**src/rtl/ifrd_pkg.sv**
```systemverilog
package ifrd_pkg;

   localparam int BYTE_W          = 8;
   localparam int KIND_W          = 3;
   localparam int PAYLOAD_COUNT_W = 13;
   localparam int CSR_INDEX_W     = 3;

   // register indexes on the csr port
   localparam logic [CSR_INDEX_W-1:0] CSR_FLAG_BYTE      = 3'd0;
   localparam logic [CSR_INDEX_W-1:0] CSR_ESCAPE_BYTE    = 3'd1;
   localparam logic [CSR_INDEX_W-1:0] CSR_FLAG_ESC_CODE  = 3'd2;
   localparam logic [CSR_INDEX_W-1:0] CSR_ESC_ESC_CODE   = 3'd3;
   localparam logic [CSR_INDEX_W-1:0] CSR_ADDRESS_BYTE   = 3'd4;
   localparam logic [CSR_INDEX_W-1:0] CSR_INFO_CTRL_SEQ0 = 3'd5;
   localparam logic [CSR_INDEX_W-1:0] CSR_INFO_CTRL_SEQ1 = 3'd6;

   localparam logic [BYTE_W-1:0] FLAG_BYTE_RST      = 8'd126;
   localparam logic [BYTE_W-1:0] ESCAPE_BYTE_RST    = 8'd125;
   localparam logic [BYTE_W-1:0] FLAG_ESC_CODE_RST  = 8'd94;
   localparam logic [BYTE_W-1:0] ESC_ESC_CODE_RST   = 8'd93;
   localparam logic [BYTE_W-1:0] ADDRESS_BYTE_RST   = 8'd3;
   localparam logic [BYTE_W-1:0] INFO_CTRL_SEQ0_RST = 8'd0;
   localparam logic [BYTE_W-1:0] INFO_CTRL_SEQ1_RST = 8'd64;

   typedef enum logic [KIND_W-1:0] {
      KIND_DATA      = 3'd0,
      KIND_GOOD      = 3'd1,
      KIND_BAD_CHECK = 3'd2,
      KIND_ESC_ERROR = 3'd3,
      KIND_OVERFLOW  = 3'd4
   } kind_type;

   typedef enum logic [2:0] {
      ST_HUNT = 3'd0,
      ST_FLAG = 3'd1,
      ST_ADDR = 3'd2,
      ST_CTRL = 3'd3,
      ST_INFO = 3'd4
   } frame_state_type;

   typedef struct packed {
      logic [BYTE_W-1:0] flag_byte;
      logic [BYTE_W-1:0] escape_byte;
      logic [BYTE_W-1:0] flag_esc_code;
      logic [BYTE_W-1:0] esc_esc_code;
      logic [BYTE_W-1:0] address_byte;
      logic [BYTE_W-1:0] info_ctrl_seq0;
      logic [BYTE_W-1:0] info_ctrl_seq1;
   } cfg_type;

   typedef struct packed {
      kind_type                   kind;
      logic [BYTE_W-1:0]          data_byte;
      logic                       frame_seq;
      logic                       reply_is_reject;
      logic                       reply_seq;
      logic [PAYLOAD_COUNT_W-1:0] payload_count;
   } result_type;

endpackage

```
**src/rtl/ifrd_csr.sv**
```systemverilog
module ifrd_csr (
   input  logic                              clock,
   input  logic                              reset,
   input  logic                              csr_we,
   input  logic [ifrd_pkg::CSR_INDEX_W-1:0]  csr_index,
   input  logic [ifrd_pkg::BYTE_W-1:0]       csr_wdata,
   output ifrd_pkg::cfg_type                 cfg
);
   import ifrd_pkg::*;

   cfg_type cfg_ff, cfg_in;

   always_comb begin
      cfg_in = cfg_ff;
      if (csr_we) begin
         case (csr_index)
            CSR_FLAG_BYTE:      cfg_in.flag_byte      = csr_wdata;
            CSR_ESCAPE_BYTE:    cfg_in.escape_byte    = csr_wdata;
            CSR_FLAG_ESC_CODE:  cfg_in.flag_esc_code  = csr_wdata;
            CSR_ESC_ESC_CODE:   cfg_in.esc_esc_code   = csr_wdata;
            CSR_ADDRESS_BYTE:   cfg_in.address_byte   = csr_wdata;
            CSR_INFO_CTRL_SEQ0: cfg_in.info_ctrl_seq0 = csr_wdata;
            CSR_INFO_CTRL_SEQ1: cfg_in.info_ctrl_seq1 = csr_wdata;
            default:            cfg_in = cfg_ff;
         endcase
      end
   end

   always_ff @(posedge clock) begin
      if (reset) begin
         cfg_ff.flag_byte      <= FLAG_BYTE_RST;
         cfg_ff.escape_byte    <= ESCAPE_BYTE_RST;
         cfg_ff.flag_esc_code  <= FLAG_ESC_CODE_RST;
         cfg_ff.esc_esc_code   <= ESC_ESC_CODE_RST;
         cfg_ff.address_byte   <= ADDRESS_BYTE_RST;
         cfg_ff.info_ctrl_seq0 <= INFO_CTRL_SEQ0_RST;
         cfg_ff.info_ctrl_seq1 <= INFO_CTRL_SEQ1_RST;
      end else begin
         cfg_ff <= cfg_in;
      end
   end

   assign cfg = cfg_ff;

endmodule

```
**src/rtl/ifrd_core.sv**
```systemverilog
module ifrd_core #(
   parameter int MAX_FRAME = 4096
) (
   input  logic                         clock,
   input  logic                         reset,
   input  logic                         fire,
   input  logic [ifrd_pkg::BYTE_W-1:0]  rx_byte,
   input  ifrd_pkg::cfg_type            cfg,
   output logic                         res_emit,
   output ifrd_pkg::result_type         res
);
   import ifrd_pkg::*;

   localparam int CntW = $clog2(MAX_FRAME + 1);
   localparam int ExtW = (CntW > PAYLOAD_COUNT_W) ? CntW : PAYLOAD_COUNT_W;

   frame_state_type    state_ff, state_in;
   logic               esc_ff, esc_in;
   logic               seq_ff, seq_in;
   logic               held_valid_ff, held_valid_in;
   logic [BYTE_W-1:0]  held_ff, held_in;
   logic [BYTE_W-1:0]  xor_ff, xor_in;
   logic [CntW-1:0]    count_ff, count_in;

   logic               flag_hit, esc_hit, fcode_hit, ecode_hit;
   logic               addr_hit, seq0_hit, seq1_hit, hdr_hit;
   logic               esc_bad, d_ok, ovf, check_ok;
   logic [BYTE_W-1:0]  ctrl_exp, d_val;
   logic [ExtW-1:0]    count_ext;

   assign flag_hit  = (rx_byte == cfg.flag_byte);
   assign esc_hit   = (rx_byte == cfg.escape_byte);
   assign fcode_hit = (rx_byte == cfg.flag_esc_code);
   assign ecode_hit = (rx_byte == cfg.esc_esc_code);
   assign addr_hit  = (rx_byte == cfg.address_byte);
   assign seq0_hit  = (rx_byte == cfg.info_ctrl_seq0);
   assign seq1_hit  = (rx_byte == cfg.info_ctrl_seq1);
   assign ctrl_exp  = seq_ff ? cfg.info_ctrl_seq1 : cfg.info_ctrl_seq0;
   assign hdr_hit   = (rx_byte == (cfg.address_byte ^ ctrl_exp));

   // destuffing decode; flag takes priority over a pending escape
   assign esc_bad  = esc_ff && !flag_hit && !fcode_hit && !ecode_hit;
   assign d_val    = !esc_ff ? rx_byte : (fcode_hit ? cfg.flag_byte : cfg.escape_byte);
   assign d_ok     = !flag_hit && !esc_bad && (esc_ff || !esc_hit);
   assign ovf      = d_ok && held_valid_ff && (count_ff >= CntW'(MAX_FRAME));
   assign check_ok = held_valid_ff && (held_ff == xor_ff);

   assign count_ext = ExtW'(count_ff);

   // next state
   always_comb begin
      state_in = state_ff;
      case (state_ff)
         ST_HUNT: state_in = flag_hit ? ST_FLAG : ST_HUNT;
         ST_FLAG: begin
            if (addr_hit)       state_in = ST_ADDR;
            else if (!flag_hit) state_in = ST_HUNT;
         end
         ST_ADDR: begin
            if (seq0_hit || seq1_hit) state_in = ST_CTRL;
            else                      state_in = flag_hit ? ST_FLAG : ST_HUNT;
         end
         ST_CTRL: begin
            if (hdr_hit) state_in = ST_INFO;
            else         state_in = flag_hit ? ST_FLAG : ST_HUNT;
         end
         ST_INFO: begin
            if (flag_hit || esc_bad || ovf) state_in = ST_HUNT;
         end
         default: state_in = flag_hit ? ST_FLAG : ST_HUNT;
      endcase
   end

   // datapath and result
   always_comb begin
      esc_in        = esc_ff;
      seq_in        = seq_ff;
      held_valid_in = held_valid_ff;
      held_in       = held_ff;
      xor_in        = xor_ff;
      count_in      = count_ff;
      res_emit      = 1'b0;
      res.kind            = KIND_DATA;
      res.data_byte       = '0;
      res.frame_seq       = seq_ff;
      res.reply_is_reject = 1'b0;
      res.reply_seq       = 1'b0;
      res.payload_count   = count_ext[PAYLOAD_COUNT_W-1:0];
      case (state_ff)
         ST_ADDR: begin
            if (seq0_hit)      seq_in = 1'b0;
            else if (seq1_hit) seq_in = 1'b1;
         end
         ST_CTRL: begin
            if (hdr_hit) begin
               esc_in        = 1'b0;
               held_valid_in = 1'b0;
               held_in       = '0;
               xor_in        = '0;
               count_in      = '0;
            end
         end
         ST_INFO: begin
            if (flag_hit) begin
               res_emit = 1'b1;
               esc_in   = 1'b0;
               if (esc_ff) begin
                  res.kind = KIND_ESC_ERROR;
               end else if (check_ok) begin
                  res.kind      = KIND_GOOD;
                  res.reply_seq = ~seq_ff;
               end else begin
                  res.kind            = KIND_BAD_CHECK;
                  res.reply_is_reject = 1'b1;
                  res.reply_seq       = seq_ff;
               end
            end else if (esc_bad) begin
               res_emit = 1'b1;
               esc_in   = 1'b0;
               res.kind = KIND_ESC_ERROR;
            end else if (!d_ok) begin
               esc_in = 1'b1;   // escape seen, wait for its code
            end else begin
               esc_in = 1'b0;
               if (!held_valid_ff) begin
                  held_in       = d_val;
                  held_valid_in = 1'b1;
               end else if (ovf) begin
                  res_emit = 1'b1;
                  res.kind = KIND_OVERFLOW;
               end else begin
                  // the held byte turns out not to be the check byte
                  res_emit      = 1'b1;
                  res.data_byte = held_ff;
                  xor_in        = xor_ff ^ held_ff;
                  count_in      = count_ff + CntW'(1);
                  held_in       = d_val;
               end
            end
         end
         default: ;
      endcase
      res_emit = res_emit && fire;
   end

   always_ff @(posedge clock) begin
      if (reset) begin
         state_ff      <= ST_HUNT;
         esc_ff        <= 1'b0;
         seq_ff        <= 1'b0;
         held_valid_ff <= 1'b0;
         held_ff       <= '0;
         xor_ff        <= '0;
         count_ff      <= '0;
      end else if (fire) begin
         state_ff      <= state_in;
         esc_ff        <= esc_in;
         seq_ff        <= seq_in;
         held_valid_ff <= held_valid_in;
         held_ff       <= held_in;
         xor_ff        <= xor_in;
         count_ff      <= count_in;
      end
   end

endmodule

```
**src/rtl/ifrd_rsp_reg.sv**
```systemverilog
module ifrd_rsp_reg (
   input  logic                  clock,
   input  logic                  reset,
   input  logic                  load,
   input  ifrd_pkg::result_type  res,
   input  logic                  rsp_ready,
   output logic                  rsp_valid,
   output logic                  free,
   output ifrd_pkg::result_type  rsp
);
   import ifrd_pkg::*;

   logic       valid_ff, valid_in;
   result_type rsp_ff;

   // register can take a new result when empty or being drained this cycle
   assign free     = !valid_ff || rsp_ready;
   assign valid_in = load || (valid_ff && !rsp_ready);

   always_ff @(posedge clock) begin
      if (reset) begin
         valid_ff <= 1'b0;
      end else begin
         valid_ff <= valid_in;
      end
   end

   always_ff @(posedge clock) begin
      if (load) begin
         rsp_ff <= res;
      end
   end

   assign rsp_valid = valid_ff;
   assign rsp       = rsp_ff;

endmodule

```
**src/rtl/info_frame_receiver_destuff_top.sv**
```systemverilog
// Channel   Dir  Handshake            Beat
// req_      in   req_valid/req_ready  rx_byte, one line byte
// rsp_      out  rsp_valid/rsp_ready  kind, data_byte, frame_seq, reply fields, count
// csr_      in   csr_we               csr_index, csr_wdata (no read-back)
//
// One byte per cycle while req_ready is high: frame state machine and destuffing
// feed the result register; a result is valid in the cycle after its byte's accept.
// req_ready drops only while a result sits in the register and rsp_ready is low.
// Synchronous active-high reset restores register defaults and hunting state.
module info_frame_receiver_destuff_top #(
   parameter int MAX_FRAME = 4096
) (
   input  logic                                    clock,
   input  logic                                    reset,
   input  logic                                    req_valid,
   output logic                                    req_ready,
   input  logic [ifrd_pkg::BYTE_W-1:0]             req_rx_byte,
   output logic                                    rsp_valid,
   input  logic                                    rsp_ready,
   output logic [ifrd_pkg::KIND_W-1:0]             rsp_kind,
   output logic [ifrd_pkg::BYTE_W-1:0]             rsp_data_byte,
   output logic                                    rsp_frame_seq,
   output logic                                    rsp_reply_is_reject,
   output logic                                    rsp_reply_seq,
   output logic [ifrd_pkg::PAYLOAD_COUNT_W-1:0]    rsp_payload_count,
   input  logic                                    csr_we,
   input  logic [ifrd_pkg::CSR_INDEX_W-1:0]        csr_index,
   input  logic [ifrd_pkg::BYTE_W-1:0]             csr_wdata
);
   import ifrd_pkg::*;

   cfg_type    cfg;
   result_type res;
   result_type rsp;
   logic       res_emit;
   logic       free;
   logic       fire;

   assign req_ready = free;
   assign fire      = req_valid && free;

   ifrd_csr u_csr (
      .clock     (clock),
      .reset     (reset),
      .csr_we    (csr_we),
      .csr_index (csr_index),
      .csr_wdata (csr_wdata),
      .cfg       (cfg)
   );

   ifrd_core #(
      .MAX_FRAME (MAX_FRAME)
   ) u_core (
      .clock    (clock),
      .reset    (reset),
      .fire     (fire),
      .rx_byte  (req_rx_byte),
      .cfg      (cfg),
      .res_emit (res_emit),
      .res      (res)
   );

   ifrd_rsp_reg u_rsp (
      .clock     (clock),
      .reset     (reset),
      .load      (res_emit),
      .res       (res),
      .rsp_ready (rsp_ready),
      .rsp_valid (rsp_valid),
      .free      (free),
      .rsp       (rsp)
   );

   assign rsp_kind            = rsp.kind;
   assign rsp_data_byte       = rsp.data_byte;
   assign rsp_frame_seq       = rsp.frame_seq;
   assign rsp_reply_is_reject = rsp.reply_is_reject;
   assign rsp_reply_seq       = rsp.reply_seq;
   assign rsp_payload_count   = rsp.payload_count;

`ifndef SYNTHESIS
   a_ready_when_empty: assert property (@(posedge clock) disable iff (reset)
      !rsp_valid |-> req_ready)
      else $error("input stalled with empty result register");

   a_reject_only_on_bad_check: assert property (@(posedge clock) disable iff (reset)
      (rsp_valid && rsp_reply_is_reject) |-> (rsp_kind == KIND_BAD_CHECK))
      else $error("REJ reported on a non check-bad result");

   a_data_zero_on_verdict: assert property (@(posedge clock) disable iff (reset)
      (rsp_valid && (rsp_kind != KIND_DATA)) |-> (rsp_data_byte == '0))
      else $error("data byte nonzero on a verdict");

   a_result_follows_accept: assert property (@(posedge clock) disable iff (reset)
      (!rsp_valid ##1 rsp_valid) |-> $past(req_valid && req_ready))
      else $error("result appeared without an accepted byte");
`endif

endmodule

```
**config.mk**
```make
export PLATFORM = sky130hd
export DESIGN_NAME = info_frame_receiver_destuff_top
export DESIGN_NICKNAME = d
export VERILOG_FILES = /design/src/rtl/ifrd_pkg.sv /design/src/rtl/ifrd_csr.sv /design/src/rtl/ifrd_core.sv /design/src/rtl/ifrd_rsp_reg.sv /design/src/rtl/info_frame_receiver_destuff_top.sv
export SDC_FILE = /design/constraint.sdc
export NUM_CORES = 1
export LEC_CHECK = 0
export BUFFER_PORTS_ARGS = -buffer_cell sky130_fd_sc_hd__clkbuf_2
export CORE_UTILIZATION = 33
export DETAILED_ROUTE_END_ITERATION = 10
export SLEW_MARGIN = 25
export SYNTH_ARGS = -nofsm -noshare
export SYNTH_HDL_FRONTEND = slang
export SYNTH_SLANG_ARGS = --single-unit
```
**constraint.sdc**
```tcl
create_clock -name clock -period 4.06 [get_ports clock]
set_clock_uncertainty 0.1 [all_clocks]
set_input_delay 1.218 -clock clock [delete_from_list [all_inputs] [get_ports clock]]
set_output_delay 1.218 -clock clock [all_outputs]
set_load 0.005 [all_outputs]
```
==> results of run 1 <==
layout by cell type, fill, tap and decap left out, types with 2 or more instances in the layout:
master	count
bufinv_16	3
dfxtp_1	92
nand2_1	118
nand2b_1	7
xor2_1	57
and2_1	11
and3_1	4
xnor2_1	11
o21ai_0	23
nand4_1	15
a211o_1	6
nand3b_1	20
nor3_1	8
nor2b_1	18
nor2_1	30
clkinv_4	4
nor4_2	3
inv_6	3
o31ai_1	8
clkbuf_16	17
nor4_1	15
nand3_1	12
a31oi_1	2
inv_1	14
mux2i_1	22
edfxtp_1	27
a31o_2	2
a21oi_1	65
or3_1	5
nor4b_1	2
clkinv_2	3
clkinv_1	2
buf_4	8
clkbuf_2	52
a311oi_1	2
xor2_2	8
worst max-delay path, delay by kind of cell:
| family | cells | cell delay [ps] |
|---|---|---|
| compound gates | 2 | 480 |
| xor+xnor | 1 | 210 |
| buf+inv | 1 | 220 |
| simple gates | 4 | 1580 |
per-stage QoR:
step | instances | util
after global placement | 910 | 0.365
after detailed placement | 910 | 0.365
after floorplan | 657 | -
final | 942 | 0.400
after global routing | 942 | 0.400
after CTS | 942 | 0.400
synth_stat cells, types with 11 or more instances:
cell / n
inv_1: 14
nand2_1: 118
clkbuf_1: 18
nand4_1: 15
mux2i_1: 22
dfxtp_1: 92
and2_1: 11
a21oi_1: 65
edfxtp_1: 27
nand3_1: 12
o21ai_0: 23
xor2_1: 57
nor2b_1: 18
xnor2_1: 11
nand3b_1: 20
nor4_1: 15
nor2_1: 30
sequential cells by signal (all words and copies together) (netlist names), 3 cells and up:
signal,count
u_core.xor_ff,8
u_rsp.rsp,27
u_core.held_ff,8
u_core.state_ff,3
u_core.count_ext,13
u_csr.cfg,56
final cells by class:
| class | instances | area, um^2 | area share |
|---|---|---|---|
| multi-input cells | 490 | 3040 | 0.437 |
| flip-flops and latches | 119 | 2650 | 0.381 |
| clock buffers | 17 | 425 | 0.0611 |
| repair buffers | 60 | 320 | 0.0460 |
| well taps | 225 | 282 | 0.0404 |
| clock inverters | 15 | 178 | 0.0255 |
| inverters | 16 | 60.1 | 0.00863 |
power groups by stage:
stage               combinational [mW]  sequential, mW  clock (mW)
floorplan                        0.118            1.26           0
CTS                              0.164            1.24        1.56
global route                     0.180            1.24        1.61
finish                           0.163            1.24        1.54
detailed placement               0.163            1.26           0
global placement                 0.162            1.26           0
per-layer routing:
| metal | global-route usage | part of all wire | up-vias |
|---|---|---|---|
| met5 | 0 | 0 | - |
| met4 | 0.0698 | 0.014 | 0 |
| met3 | 0.0347 | 0.041 | 11 |
| met2 | 0.244 | 0.43 | 108 |
| met1 | 0.243 | 0.51 | 2186 |
| li1 | - | - | 2377 |
how the worst min path moves through the flow:
stage	from	cells past startpoint	endpoint
global placement	u_core.count_ext[6]$_SDFFE_PP0P_	0	u_rsp.rsp[6]$_DFFE_PP_
floorplan	u_core.count_ext[6]$_SDFFE_PP0P_	0	u_rsp.rsp[6]$_DFFE_PP_
detailed placement	u_core.count_ext[9]$_SDFFE_PP0P_	0	u_rsp.rsp[9]$_DFFE_PP_
global route	u_core.count_ext[11]$_SDFFE_PP0P_	0	u_rsp.rsp[11]$_DFFE_PP_
finish	u_csr.cfg[29]$_SDFFE_PP0P_	2	u_csr.cfg[29]$_SDFFE_PP0P_
CTS	u_csr.cfg[25]$_SDFFE_PP0P_	2	u_csr.cfg[25]$_SDFFE_PP0P_
cells by family after synthesis:
group / count (synthesis)
flip-flops: 119
multiplexers: 22
AO/OA/AOI/OAI: 117
AND/OR/NAND/NOR: 274
buffers and inverters: 48
XOR/XNOR: 76
adder cells (fa/ha/maj): 1
==> impl_metrics.csv, run 1 <==
group,metric,value,unit
run_status,status,"completed",
critical_path,cpPeakStageDelay,650,ps
logic_synthesis,syn_avg_cell_area,9.04,um^2
place,routabilityCongestion,0.825,
pwr,netSwitchingFraction,0.236,
logic_synthesis,synth_fp_nets,682,
clock_network,postCtsHoldBufs,0,
timing,relSlewSlack,0.384,
clock_network,clk_latency,430,ps
pwr,report.power.total,2.94,mW
detailed_routing,drtIter0Drc,312,
final_layout,nNetsFinal,729,
logic_synthesis,synth_xor_area_frac,0.122,
pwr,seqPwrFrac,0.421,
logic_synthesis,seq_area_frac_synth,0.447,
grt,grt_max_degree,59,
floorplanning,core.rowCount,48,
timing,min_period,3500,ps
logic_synthesis,synth_compound_area_frac,0.115,
grt,grt_pass1_vias,4382,
pwr,pwr-share-clk,0.523,
floorplanning,start_util,0.341,
pwr,power_density,422,nW/um^2
detailed_routing,vias,4682,
detailed_routing,post_drt_wl_per_cell,15.6,um
logic_synthesis,synthSimpleGateAreaFrac,0.236,
floorplanning,die_w,136,um
timing,timing.final.ws_setup,560,ps
critical_path,crit_slowest_cell,"or4b_1",
clock_network,cts_htree_levels,4,
timing,slew_viol_final,0,
place,place_area,6360,um^2
critical_path,r2r_slack,1000,ps
logic_synthesis,synthAdderAreaFrac,0.00211,
clock_network,cts-root-buf,"clkbuf_16",
final_layout,postLayoutCellArea,6960,um^2
clock_network,clockBufferDepth,2,
timing,period_share,0.862,
pwr,vdd_drop_max,0.309,mV
detailed_routing,dr.pass1.iters,4,
logic_synthesis,yosys_warnings,0,
critical_path,worstPathArrival,3720,ps
final_layout,syn2layout_area_growth,17.2,%
pwr,p_leak,2.57,nW
flow_run,cap_violations,0,
clock_network,numCtsBuffers,17,
critical_path,crit_start,"req_rx_byte[0]",
critical_path,r2r-start,"u_core.seq_ff$_SDFFE_PP0P_",
grt,antenna_found_initial,0,
final_layout,fill_cells,1786,
final_layout,antennaDiodeCount,0,
pwr,p_comb_frac,0.056,
logic_synthesis,synth_edf_count,27,
floorplanning,coreArea,17400,um^2
timing,hold_violations,0,
grt,grt-ovfl-total,0,
logic_synthesis,synthMuxAreaShare,0.0371,
final_layout,layout-drive-gt1-share,0.153,
detailed_routing,ant_nets,0,
grt,grt_pass1_wl,23600,um
timing,timing.fmax,286,MHz
logic_synthesis,synth_ff_type,"dfxtp_1",
critical_path,worst_r2r_endpoint,"u_core.count_ext[9]$_SDFFE_PP0P_",
critical_path,endpoint,"u_core.xor_ff[2]$_SDFFE_PP0P_",
critical_path,reg2reg_depth,7,
place,hpwl,10400,um
clock_network,post_cts_buffers,0,
logic_synthesis,synth_top_area_share,0.310,
floorplanning,die_area,18500,um^2
detailed_routing,wirelength,14700,um
timing,rsz0062_at_grt,"no",
logic_synthesis,ys_types,51,
logic_synthesis,synthArstFlopShare,0,
clock_network,cts_resized,0,
pwr,intPower,2.25,mW
floorplanning,ioPinCount,53,
critical_path,startpoint_type,"input port",
pwr,p_sw,0.695,mW
timing,setup_viol,0,
detailed_routing,vias_per_cell,4.97,
grt,grtUsageTotal,0.169,
logic_synthesis,synth_area,5940,um^2
logic_synthesis,synth_cells,657,
detailed_routing,drcViolationCount,0,
critical_path,cp.required,4280,ps
timing,tns,0,ps
timing,tightest_slew,915,ps
logic_synthesis,yosysTopAreaCell,"dfxtp_1",
place,port_buffers,52,
place,post-place-ws,224,ps
floorplanning,die_height,136,um
clock_network,cts_tree,"done",
critical_path,crit_path_max_fanout,9,
timing,whs,379,ps
clock_network,clock-sinks,119,
logic_synthesis,synth_top_family_by_area,"simple AND/OR/NAND/NOR gates",
critical_path,crit_path_cell_trace,"clkbuf_2 > xor2_1 > nor4_2 > a221oi_2 > nor2_4 > and3_1 > or4b_1 > o31ai_1",
critical_path,crit_type,"input port to flop",
logic_synthesis,synth_area_leaders,"dfxtp_1 31%, edfxtp_1 14%, xor2_1 8.4%, nand2_1 7.5%, a21oi_1 5.5%",
logic_synthesis,ys_ff_latch,119,
critical_path,cp-end-kind,"flop",
hold_path,hp-class,"flop to flop",
clock_network,clk_pin_slew,50,ps
Note: power is estimated with default switching activity, not from simulation.
==> run 2: changes to the inputs <==
--- a/config.mk
+++ b/config.mk
@@ -6,8 +6,11 @@
 export NUM_CORES = 1
 export LEC_CHECK = 0
 export BUFFER_PORTS_ARGS = -buffer_cell sky130_fd_sc_hd__clkbuf_2
+export CORE_ASPECT_RATIO = 1.4
 export CORE_UTILIZATION = 33
 export DETAILED_ROUTE_END_ITERATION = 10
+export GPL_ROUTABILITY_DRIVEN = 0
+export RECOVER_POWER = 100
 export SLEW_MARGIN = 25
 export SYNTH_ARGS = -nofsm -noshare
 export SYNTH_HDL_FRONTEND = slang
==> run 2 against run 1 <==
First-iteration DRC count down 14%. Sequential share of layout area about the same. Count of clock-buffer cells in the layout up 2. Critical path depth up 1. Worst hold slack worse by 11 ps. Critical endpoint is now u_core.count_ext[10]$_SDFFE_PP0P_.
==> impl_metrics.csv, run 2 (same netlist as run 1, synthesis figures left out) <==
group,metric,value,unit
run_status,status,"completed",
clock_network,cts-root-buf,"clkbuf_16",
grt,grt_max_degree,75,
final_layout,layout_common_cells,"118 x nand2_1, 92 x dfxtp_1, 65 x a21oi_1",
floorplanning,die_height,161,um
place,hpwl,11100,um
floorplanning,core.rowCount,57,
critical_path,crit_type,"input port to flop",
grt,grt_pass1_wl,24000,um
critical_path,crit_slowest_cell,"or3_1",
final_layout,syn2layout_area_growth,17.3,%
critical_path,cpPeakStageDelay,520,ps
timing,tightest_slew,1440,ps
detailed_routing,post_drt_wl_per_cell,15.5,um
grt,antenna_found_initial,1,
critical_path,worstPathArrival,3850,ps
timing,timing.fmax,277,MHz
final_layout,layout-drive-gt1-share,0.131,
critical_path,cp.required,4300,ps
detailed_routing,wirelength,14900,um
clock_network,numCtsBuffers,17,
floorplanning,coreArea,17500,um^2
clock_network,post_cts_buffers,0,
flow_run,cap_violations,0,
pwr,vdd_drop_max,0.234,mV
final_layout,postLayoutCellArea,6970,um^2
critical_path,path_common_cell,"or3_1",
pwr,report.power.total,2.88,mW
detailed_routing,ant_nets,0,
clock_network,clk_pin_slew,60,ps
detailed_routing,vias_per_cell,4.91,
place,port_buffers,52,
grt,grt-ovfl-total,0,
timing,relSlewSlack,0.0421,
critical_path,cpLargestDelayFamily,"simple AND/OR/NAND/NOR gates",
timing,min_period,3610,ps
critical_path,cp_num_buf_inv,2,
detailed_routing,vias,4719,
critical_path,crit_path_cell_trace,"clkbuf_1 > xor2_1 > nor4_1 > buf_4 > a221o_1 > a31oi_1 > or3_1 > or3_1 > a21oi_1",
timing,setup_viol,0,
timing,tns,0,ps
detailed_routing,drtIter0Drc,267,
critical_path,startpoint_type,"input port",
hold_path,hp-class,"flop to flop",
clock_network,clockBufferDepth,2,
final_layout,layout_commonest_cell,"nand2_1",
floorplanning,start_util,0.340,
clock_network,clock-sinks,119,
detailed_routing,drcViolationCount,0,
final_layout,largest_reg_flops,56,
timing,rsz0062_at_grt,"no",
timing,slew_viol_final,0,
clock_network,cts_htree_levels,4,
clock_network,postCtsHoldBufs,0,
clock_network,cts_resized,0,
floorplanning,ioPinCount,53,
timing,period_share,0.889,
critical_path,cp-end-kind,"flop",
timing,hold_violations,0,
pwr,power_density,414,nW/um^2
detailed_routing,dr.pass1.iters,4,
grt,grt_pass1_vias,4568,
clock_network,cts_tree,"done",
floorplanning,die_area,18500,um^2
pwr,p_leak,2.53,nW
final_layout,nNetsFinal,737,
critical_path,crit_path_max_fanout,10,
place,place_area,6440,um^2
floorplanning,die_w,115,um
final_layout,fill_cells,1747,
grt,grtUsageTotal,0.170,
clock_network,clk_latency,420,ps
## run 2: final timing paths
check                           depth (start not counted)                        startpoint  slack (ps)                                end
worst max-delay path                                    9                    req_rx_byte[1]         450  u_core.count_ext[10]$_SDFFE_PP0P_
worst max register to register                          7        u_core.seq_ff$_SDFFE_PP0P_         900  u_core.count_ext[10]$_SDFFE_PP0P_
worst min-delay path                                    0  u_core.count_ext[9]$_SDFFE_PP0P_         370             u_rsp.rsp[9]$_DFFE_PP_
worst min register to register                          0  u_core.count_ext[9]$_SDFFE_PP0P_         370             u_rsp.rsp[9]$_DFFE_PP_
## run 2: per-stage QoR
stage | hold WS [ps] | instances | setup slack, ps | utilization
after floorplan | 331 | 657 | 669 | -
after global placement | 357 | 929 | 356 | 0.369
after detailed placement | 356 | 929 | 297 | 0.369
after CTS | 370 | 961 | 727 | 0.402
after global routing | 381 | 962 | 296 | 0.399
final | 367 | 962 | 452 | 0.399
## run 2: per-layer routing
| layer | wire length [um] | GRT usage | part of all wire | vias to the layer above |
|---|---|---|---|---|
| li1 | - | - | - | 2391 |
| met1 | 6240 | 0.201 | 0.42 | 2181 |
| met2 | 7630 | 0.290 | 0.51 | 117 |
| met3 | 489 | 0.0279 | 0.033 | 30 |
| met4 | 540 | 0.0897 | 0.036 | 0 |
| met5 | 0 | 0 | 0 | - |
## run 2: worst register-to-register path: stages (launching register included)
cell,delay [ps]
dfxtp_1,720
mux2i_1,310
xor2_1,180
nand4_1,230
o31a_1,470
or3_1,540
or3_1,400
a21oi_1,140
## run 2: cell type report
class,instances,area (um^2),share of cell area
Antenna cell,1,2.50,0.000359
Clock buffer,19,454,0.0652
Clock inverter,13,133,0.0190
Inverter,16,60.1,0.00862
Multi-Input combinational cell,490,3030,0.435
Sequential cell,119,2650,0.381
Tap cell,236,295,0.0424
Timing Repair Buffer,68,340,0.0488
## run 2: power by group
part / switching [mW] / internal (mW) / leakage [nW]
logic: 0.105 / 0.0590 / 1.27
registers: 0.0164 / 1.22 / 0.976
clock network: 0.587 / 0.895 / 0.283
total: 0.708 / 2.18 / 2.53
